===== src/hdl/mpfb_pkg.sv =====
// ----------------------------------------------------------------------------
// mpfb_pkg
// Shared constants, types and segment decode functions for the framebuffer
// draw unit.
// ----------------------------------------------------------------------------
package mpfb_pkg;

   localparam int DISPLAY_WIDTH  = 128;
   localparam int DISPLAY_HEIGHT = 64;
   localparam int PAGE_COUNT     = (DISPLAY_HEIGHT + 7) / 8;
   localparam int COL_BITS       = $clog2(DISPLAY_WIDTH);
   localparam int PAGE_BITS      = (PAGE_COUNT > 1) ? $clog2(PAGE_COUNT) : 1;
   localparam int ADDR_BITS      = PAGE_BITS + COL_BITS;
   localparam int SEG_BITS       = 5;

   localparam logic [7:0] ROUND_THICK = 8'd2;

   localparam logic [2:0] CMD_SET   = 3'd0;
   localparam logic [2:0] CMD_GET   = 3'd1;
   localparam logic [2:0] CMD_HLINE = 3'd2;
   localparam logic [2:0] CMD_VLINE = 3'd3;
   localparam logic [2:0] CMD_RECT  = 3'd4;
   localparam logic [2:0] CMD_ROUND = 3'd5;

   typedef struct packed {
      logic [2:0] code;
      logic [7:0] x;
      logic [7:0] y;
      logic [7:0] w;
      logic [7:0] h;
      logic       ink;
      logic       erase;
   } draw_cmd_type;

   typedef struct packed {
      logic [7:0] x0;
      logic [7:0] y0;
      logic [7:0] len;
      logic [7:0] thick;
      logic       vert;
      logic       val;
   } seg_type;

   typedef struct packed {
      logic clear_wr;
      logic accept;
      logic load_seg;
      logic pix_rd;
      logic pix_wr;
      logic load_rsp;
   } ctl_cmd_type;

   typedef struct packed {
      logic clear_last;
      logic seg_end;
      logic seg_empty;
      logic pix_last;
      logic is_get;
   } dp_status_type;

   function automatic seg_type mk_seg(logic [7:0] x0, logic [7:0] y0, logic [7:0] len,
                                      logic [7:0] thick, logic vert, logic val);
      seg_type s;
      s.x0    = x0;
      s.y0    = y0;
      s.len   = len;
      s.thick = thick;
      s.vert  = vert;
      s.val   = val;
      return s;
   endfunction

   function automatic logic [SEG_BITS-1:0] seg_count(logic [2:0] code);
      logic [SEG_BITS-1:0] n;
      unique case (code)
         CMD_SET, CMD_GET, CMD_HLINE, CMD_VLINE: n = SEG_BITS'(1);
         CMD_RECT:  n = SEG_BITS'(4);
         CMD_ROUND: n = SEG_BITS'(20);
         default:   n = '0;
      endcase
      return n;
   endfunction

   function automatic seg_type seg_decode(draw_cmd_type cmd, logic [SEG_BITS-1:0] idx);
      seg_type    s;
      logic [7:0] xr1;
      logic [7:0] xr2;
      logic [7:0] xr3;
      logic [7:0] yb1;
      logic [7:0] yb2;
      logic [7:0] yb3;
      logic [7:0] x1;
      logic [7:0] x2;
      logic [7:0] y1;
      logic [7:0] y2;
      logic       v;
      logic       cv;
      xr1 = cmd.x + cmd.w - 8'd1;
      xr2 = cmd.x + cmd.w - ROUND_THICK;
      xr3 = cmd.x + cmd.w - 8'd3;
      yb1 = cmd.y + cmd.h - 8'd1;
      yb2 = cmd.y + cmd.h - ROUND_THICK;
      yb3 = cmd.y + cmd.h - 8'd3;
      x1  = cmd.x + 8'd1;
      x2  = cmd.x + ROUND_THICK;
      y1  = cmd.y + 8'd1;
      y2  = cmd.y + ROUND_THICK;
      v   = cmd.ink;
      cv  = cmd.erase ? cmd.ink : ~cmd.ink;
      s   = mk_seg(cmd.x, cmd.y, 8'd0, 8'd0, 1'b0, v);
      unique case (cmd.code)
         CMD_SET, CMD_GET: s = mk_seg(cmd.x, cmd.y, 8'd1, 8'd1, 1'b0, v);
         CMD_HLINE: s = mk_seg(cmd.x, cmd.y, cmd.w, cmd.h, 1'b0, v);
         CMD_VLINE: s = mk_seg(cmd.x, cmd.y, cmd.w, cmd.h, 1'b1, v);
         CMD_RECT: begin
            unique case (idx)
               SEG_BITS'(0): s = mk_seg(cmd.x, cmd.y, cmd.w, 8'd1, 1'b0, v);
               SEG_BITS'(1): s = mk_seg(cmd.x, yb1, cmd.w, 8'd1, 1'b0, v);
               SEG_BITS'(2): s = mk_seg(cmd.x, y1, cmd.h - 8'd2, 8'd1, 1'b1, v);
               SEG_BITS'(3): s = mk_seg(xr1, y1, cmd.h - 8'd2, 8'd1, 1'b1, v);
               default:      s = mk_seg(cmd.x, cmd.y, 8'd0, 8'd0, 1'b0, v);
            endcase
         end
         CMD_ROUND: begin
            unique case (idx)
               SEG_BITS'(0):  s = mk_seg(cmd.x, cmd.y, cmd.w, ROUND_THICK, 1'b0, v);
               SEG_BITS'(1):  s = mk_seg(cmd.x, yb2, cmd.w, ROUND_THICK, 1'b0, v);
               SEG_BITS'(2):  s = mk_seg(cmd.x, y2, cmd.h - 8'd4, ROUND_THICK, 1'b1, v);
               SEG_BITS'(3):  s = mk_seg(xr2, y2, cmd.h - 8'd4, ROUND_THICK, 1'b1, v);
               SEG_BITS'(4):  s = mk_seg(cmd.x, cmd.y, 8'd1, 8'd1, 1'b0, cv);
               SEG_BITS'(5):  s = mk_seg(x1, cmd.y, 8'd1, 8'd1, 1'b0, cv);
               SEG_BITS'(6):  s = mk_seg(cmd.x, y1, 8'd1, 8'd1, 1'b0, cv);
               SEG_BITS'(7):  s = mk_seg(x2, y2, 8'd1, 8'd1, 1'b0, v);
               SEG_BITS'(8):  s = mk_seg(xr1, cmd.y, 8'd1, 8'd1, 1'b0, cv);
               SEG_BITS'(9):  s = mk_seg(xr2, cmd.y, 8'd1, 8'd1, 1'b0, cv);
               SEG_BITS'(10): s = mk_seg(xr1, y1, 8'd1, 8'd1, 1'b0, cv);
               SEG_BITS'(11): s = mk_seg(xr3, y2, 8'd1, 8'd1, 1'b0, v);
               SEG_BITS'(12): s = mk_seg(xr1, yb1, 8'd1, 8'd1, 1'b0, cv);
               SEG_BITS'(13): s = mk_seg(xr2, yb1, 8'd1, 8'd1, 1'b0, cv);
               SEG_BITS'(14): s = mk_seg(xr1, yb2, 8'd1, 8'd1, 1'b0, cv);
               SEG_BITS'(15): s = mk_seg(xr3, yb3, 8'd1, 8'd1, 1'b0, v);
               SEG_BITS'(16): s = mk_seg(cmd.x, yb1, 8'd1, 8'd1, 1'b0, cv);
               SEG_BITS'(17): s = mk_seg(x1, yb1, 8'd1, 8'd1, 1'b0, cv);
               SEG_BITS'(18): s = mk_seg(cmd.x, yb2, 8'd1, 8'd1, 1'b0, cv);
               SEG_BITS'(19): s = mk_seg(x2, yb3, 8'd1, 8'd1, 1'b0, v);
               default:       s = mk_seg(cmd.x, cmd.y, 8'd0, 8'd0, 1'b0, v);
            endcase
         end
         default: s = mk_seg(cmd.x, cmd.y, 8'd0, 8'd0, 1'b0, v);
      endcase
      return s;
   endfunction

endpackage


===== src/hdl/mpfb_controller.sv =====
// ----------------------------------------------------------------------------
// mpfb_controller
// Sequencer for the draw unit: framebuffer clearing after reset, command
// intake, segment and pixel stepping, and the response register handshake.
// ----------------------------------------------------------------------------
module mpfb_controller (
   input  logic                    clock,
   input  logic                    reset,
   input  logic                    req_valid,
   output logic                    req_ready,
   output logic                    rsp_valid,
   input  logic                    rsp_ready,
   input  mpfb_pkg::dp_status_type status,
   output mpfb_pkg::ctl_cmd_type   ctl
);

   typedef enum logic [6:0] {
      ST_CLEAR = 7'b0000001,
      ST_IDLE  = 7'b0000010,
      ST_SEG   = 7'b0000100,
      ST_CHECK = 7'b0001000,
      ST_READ  = 7'b0010000,
      ST_WRITE = 7'b0100000,
      ST_DONE  = 7'b1000000
   } ctl_state_type;

   ctl_state_type state_ff, state_in;
   logic          rsp_valid_ff, rsp_valid_in;

   always_comb begin
      state_in  = state_ff;
      ctl       = '0;
      req_ready = 1'b0;
      unique case (state_ff)
         ST_CLEAR: begin
            ctl.clear_wr = 1'b1;
            if (status.clear_last) begin
               state_in = ST_IDLE;
            end
         end
         ST_IDLE: begin
            req_ready = 1'b1;
            if (req_valid) begin
               ctl.accept = 1'b1;
               state_in   = ST_SEG;
            end
         end
         ST_SEG: begin
            if (status.seg_end) begin
               state_in = ST_DONE;
            end else begin
               ctl.load_seg = 1'b1;
               state_in     = ST_CHECK;
            end
         end
         ST_CHECK: begin
            state_in = status.seg_empty ? ST_SEG : ST_READ;
         end
         ST_READ: begin
            ctl.pix_rd = 1'b1;
            state_in   = status.is_get ? ST_DONE : ST_WRITE;
         end
         ST_WRITE: begin
            ctl.pix_wr = 1'b1;
            state_in   = status.pix_last ? ST_SEG : ST_READ;
         end
         ST_DONE: begin
            if (!rsp_valid_ff || rsp_ready) begin
               ctl.load_rsp = 1'b1;
               state_in     = ST_IDLE;
            end
         end
         default: state_in = ST_CLEAR;
      endcase

      if (ctl.load_rsp) begin
         rsp_valid_in = 1'b1;
      end else if (rsp_ready) begin
         rsp_valid_in = 1'b0;
      end else begin
         rsp_valid_in = rsp_valid_ff;
      end
   end

   always_ff @(posedge clock) begin
      if (reset) begin
         state_ff     <= ST_CLEAR;
         rsp_valid_ff <= 1'b0;
      end else begin
         state_ff     <= state_in;
         rsp_valid_ff <= rsp_valid_in;
      end
   end

   assign rsp_valid = rsp_valid_ff;

endmodule


===== config.mk =====
export PLATFORM = sky130hd
export DESIGN_NAME = mpfb_controller
export DESIGN_NICKNAME = d
export VERILOG_FILES = /design/src/hdl/mpfb_pkg.sv /design/src/hdl/mpfb_controller.sv
export SDC_FILE = /design/constraint.sdc
export NUM_CORES = 1
export LEC_CHECK = 0
export ABC_AREA = 1
export BUFFER_PORTS_ARGS = -buffer_cell sky130_fd_sc_hd__buf_2
export CAP_MARGIN = 15
export CORE_AREA = 3 3 40 42
export CTS_BUF_LIST = sky130_fd_sc_hd__clkbuf_8 sky130_fd_sc_hd__clkbuf_16
export DETAILED_ROUTE_END_ITERATION = 16
export DIE_AREA = 0 0 43 45
export GPL_ROUTABILITY_DRIVEN = 0
export PLACE_DENSITY = 0.68
export RECOVER_POWER = 25
export REMOVE_ABC_BUFFERS = 1
export SYNTH_ARGS = -nofsm -noshare
export SYNTH_HDL_FRONTEND = slang
export SYNTH_SLANG_ARGS = --single-unit

===== constraint.sdc =====
create_clock -name clock -period 2.25 [get_ports clock]
set_input_delay 0 -clock clock [delete_from_list [all_inputs] [get_ports clock]]
set_output_delay 0 -clock clock [all_outputs]
set_load 0.01 [all_outputs]

### Yosys cells after proc, flatten, opt, wreduce, memory -nomap -nowiden

Index checks and enable logic that the tools add are counted.

| storage, ports and cells | value |
|---|---|
| flip-flop bits (word level) | 8 |
| input port bits | 9 |
| output and inout bits | 8 |

| cells by class | value |
|---|---|
| eq/ne operators | 10 |
| muxes and demuxes | 20 |
| reductions and logical operators | 4 |

Operators with widths:

| operator | number |
|---|---|
| $pmux W7 S7 | 1 |
| $mux W7 | 5 |
| $mux W1 | 12 |
| $mux W5 | 2 |
| $eq A7 B1 Y1 const B | 1 |
| $eq A7 B2 Y1 const B | 1 |
| $eq A7 B3 Y1 const B | 1 |
| $eq A7 B4 Y1 const B | 1 |
| $eq A7 B5 Y1 const B | 1 |
| $eq A7 B6 Y1 const B | 1 |
| $eq A7 B7 Y1 const B | 1 |
| $ne A2 B2 Y1 const B | 3 |
| $reduce_and A3 Y1 | 1 |
| $reduce_bool A2 Y1 | 1 |
| $logic_not A1 Y1 | 1 |
| $logic_or A1 B1 Y1 | 1 |

### Longest topological paths before layout

| logic depth | value |
|---|---|
| depth after elaboration | 5 |
| depth in mapped cells | 9 |
| gate-level depth less buffers | 9 |

### Least setup slack after synthesis

OpenSTA, ideal clock, no wires.

| path | value |
|---|---|
| path kind | flip-flop to flip-flop |
| from | register state_ff[2] |
| to | register state_ff[0] |
| setup time | 0.120 ns |
| arrival time | 0.937 ns |
| data required time | 2.130 ns |
| setup slack | 1.192 ns |
| cell stages (with the launch flop) | 7 |
| path buffers | 0 |
| path through | dfxtp_1 -> nor2_1 -> nand2_1 -> nor3_4 -> nor2_1 -> nand3_1 -> nand3_1 |

| on the way | value |
|---|---|
| longest elaborated chain between the ends | 3 |
| elaborated cells on any way between the ends | 12 |
| those cells by class | eq/ne (10); mux (1); reduce/logical (1) |

RTL lines:

| what | RTL line | text |
|---|---|---|
| start: declaration | mpfb_controller.sv:27 | `ctl_state_type state_ff, state_in;` |
| start signal: assignment | mpfb_controller.sv:90 | `state_ff <= state_in;` |
| $eq A7 B7 Y1, or another cell as far along | mpfb_controller.sv:34 | `unique case (state_ff)` |
| $ne A2 B2 Y1 (no line) | -- |  |
| $reduce_and A3 Y1 (no line) | -- |  |

Several ways; a longest one is shown, not always the timed one.
A chain may end at the register's enable or synchronous reset.

==> flow_summary_export.csv <==
group,metric,value,unit
synthesis,netlist_top_cells_area,"dfxtp_1 28%, nand2_1 14%, nor2_1 11%",
cts,cts_tree,"done",
place,portBuffers,16,
drt,num_vias,598,
layout,multiInputGateArea,324,µm²
power_and_ir_drop,power_density,653,nW/µm²
timing,fin_skew,0.00353,ns
floorplanning,die_area,1940,µm²
layout,fillers,138,
setup_path,crit_arrival,1.29,ns
setup_path,reg2reg_from,"state_ff[6]$_SDFFE_PP0P_",
floorplanning,core_area,1280,µm²
synthesis,yosysWarnings,0,
synthesis,synth_area,567,µm²
layout,final_cell_area,701,µm²
worst_hold_path,hold_class,"in -> reg",
synthesis,synth_cells,90,
layout,regArea,160,µm²
cts,cts_max_level,1,
worst_hold_path,min_from,"reset",
setup_path,reg2reg_slack,1.05,ns
drt,remaining_drc_errors,0,
drt,wirelength,1.25,mm
global_routing,grt_usage,15.4,%
outcome,outcome,"completed",
synthesis,synth_seq_area_share,28.3,%
layout,nets,120,
timing,grt_setup_unrepaired,"no",
timing,finalCriticalPeriod,1.29,ns
drt,firstDrtPassIters,4,
power_and_ir_drop,leakagePower,0.000385,µW
timing,slew_violations,0,
floorplanning,die_h,45,µm
timing,finalSetupViolations,0,
cts,clock_path_buffers,2,
setup_path,critPathRequiredTime,2.25,ns
synthesis,avgSynthCellArea,6.30,µm²
synthesis,netlist.top_cell.by_area,"dfxtp_1",
timing,tightest_slew,0.243,ns
power_and_ir_drop,vdd_drop_max,0.000584,V
timing,relSlewSlack,83.8,%
cts,cts-buffers-inserted,3,
cts,insertion_delay,0.23,ns
place,hpwl,1.02,mm
synthesis,synth_seq_cells,8,
place,dp_cells,120,
cts,numClockSinks,8,
floorplanning,num_rows,13,
global_routing,gr-total-overflow,0,
global_routing,antenna_found_initial,0,
synthesis,synth_cell_type_count,19,
drt,viasPerCell,4.82,
setup_path,setup.worst_path.start_class,"flip-flop",
setup_path,endpoint_kind,"primary output",
drt,drtIter0Drc,13,
setup_path,startpoint,"state_ff[6]$_SDFFE_PP0P_",
synthesis,synth_top_cell_area_share,28.3,%
global_routing,grt_start_max_net_pins,9,
drt,ant_nets,0,
global_routing,grt_pass1_wl,2.17,mm
timing,finalCritPeriodShare,57.4,%
floorplanning,start_util,44.1,%
cts,cts_root_buf,"clkbuf_8",
timing,hold_viol_final,0,
floorplanning,ios,17,
timing,fmax,0.774,GHz
layout,fin_cells,124,
floorplanning,die_x,43,µm
setup_path,criticalPathCategory,"reg -> out",
layout,area_growth,23.6,%
drt,wl_per_cell,10.0,µm
setup_path,r2r_cells,8,
run,maxCapViolCount,0,
layout,antenna_cells,0,
cts,clk_pin_slew,0.04,ns
timing,timing.setup.tns,0,ns
setup_path,regToRegEndpoint,"state_ff[0]$_SDFFE_PP1P_",
setup_path,critPathMaxFanout,8,
global_routing,grt_pass1_vias,528,
setup_path,endpoint,"ctl[4]",
layout,drive_above_1_share,29.4,%
place,dpl_cell_area,658,µm²
-- worst max-delay path, cell delays in order (launching register included) --
cell and delay, ns:
dfxtp_1 0.34, inv_2 0.09, nand2_4 0.06, nor2_4 0.19, nand2_1 0.14, nor2_1 0.10, buf_2 0.13
-- power breakdown --
group | internal [µW] | switching (µW)
Combinational | 45.6 | 74.6
Sequential | 152 | 8.80
Clock | 116 | 59.8
-- per-stage QoR --
stage / util (%) / hold slack [ns] / total power [µW] / setup WS (ns)
2_1_floorplan: - / 0.0329 / 252 / 1.19
3_3_place_gp: 51.2 / 0.183 / 286 / 1.09
3_5_place_dp: 51.2 / 0.186 / 287 / 1.06
4_1_cts: 55.2 / 0.0377 / 465 / 0.952
5_1_grt: 54.5 / 0.0591 / 490 / 0.867
6_report: 54.5 / 0.0340 / 457 / 0.958
-- synthesized netlist by cell type --
master	number
nor2_4	1
o22ai_1	1
nand2_2	1
nor2_1	17
nor3b_2	1
nand3_2	4
buf_4	1
nand2_4	1
nor3_4	1
nor3b_1	1
o21ai_0	1
o21bai_1	1
nor3_1	2
nand2_1	21
dfxtp_1	8
inv_1	14
nand3_1	6
inv_2	4
nor2_2	4
-- per-layer routing --
layer / vias up / part of all wire (%) / global-route usage (%)
met5: - / 0 / 0
met2: 22 / 47 / 25.4
li1: 312 / - / -
met3: 2 / 9.6 / 7.17
met1: 262 / 42 / 18.4
met4: 0 / 1.6 / 3.61
-- cell families after synthesis --
kind of cell | synth area share, %
simple gates | 55.2
buf+inv | 13.2
flops | 28.3
compound gates | 3.31
-- area by class of cell --
class / count / area share [%]
clock buffer: 3 / 5.89
sequential: 8 / 22.9
multi-input combinational: 63 / 46.3
inverter: 18 / 9.64
tap: 15 / 2.68
timing repair buffer: 17 / 12.7
-- worst min-delay path by stage --
stage,slack [ns],cells after the start,end
final,0.03,2,rsp_valid$_SDFFE_PP0P_
after global routing,0.06,2,state_ff[3]$_SDFFE_PP0P_
after CTS,0.04,2,state_ff[4]$_SDFFE_PP0P_
after detailed placement,0.19,2,state_ff[5]$_SDFFE_PP0P_
after global placement,0.18,2,state_ff[5]$_SDFFE_PP0P_
after floorplan,0.03,1,ctl[3]
-- flip-flops by register name, indices dropped and copies added, names as in the netlist --
name and cells:
rsp_valid 1, state_ff 7
-- timing repair --
item                                   in CTS  in global routing
hold buffers                                1                  0
endpoints found under the hold margin       1                  0
gates resized for setup                     0                  0
setup endpoints to repair                   0                  0
setup buffers                               0                  0
-- cells in the final DEF, fill, tap and decap left out, drive strengths merged --
cell type	synthesis	layout
buf	1	15
o21ai	1	1
inv	18	18
o21bai	1	1
nor3	3	3
nand3	10	10
nor3b	2	2
dfxtp	8	8
nand2	23	23
clkbuf	0	4
nor2	22	22
dlygate4sd3	0	1
o22ai	1	1
Note: power is estimated with default switching activity, not from simulation.
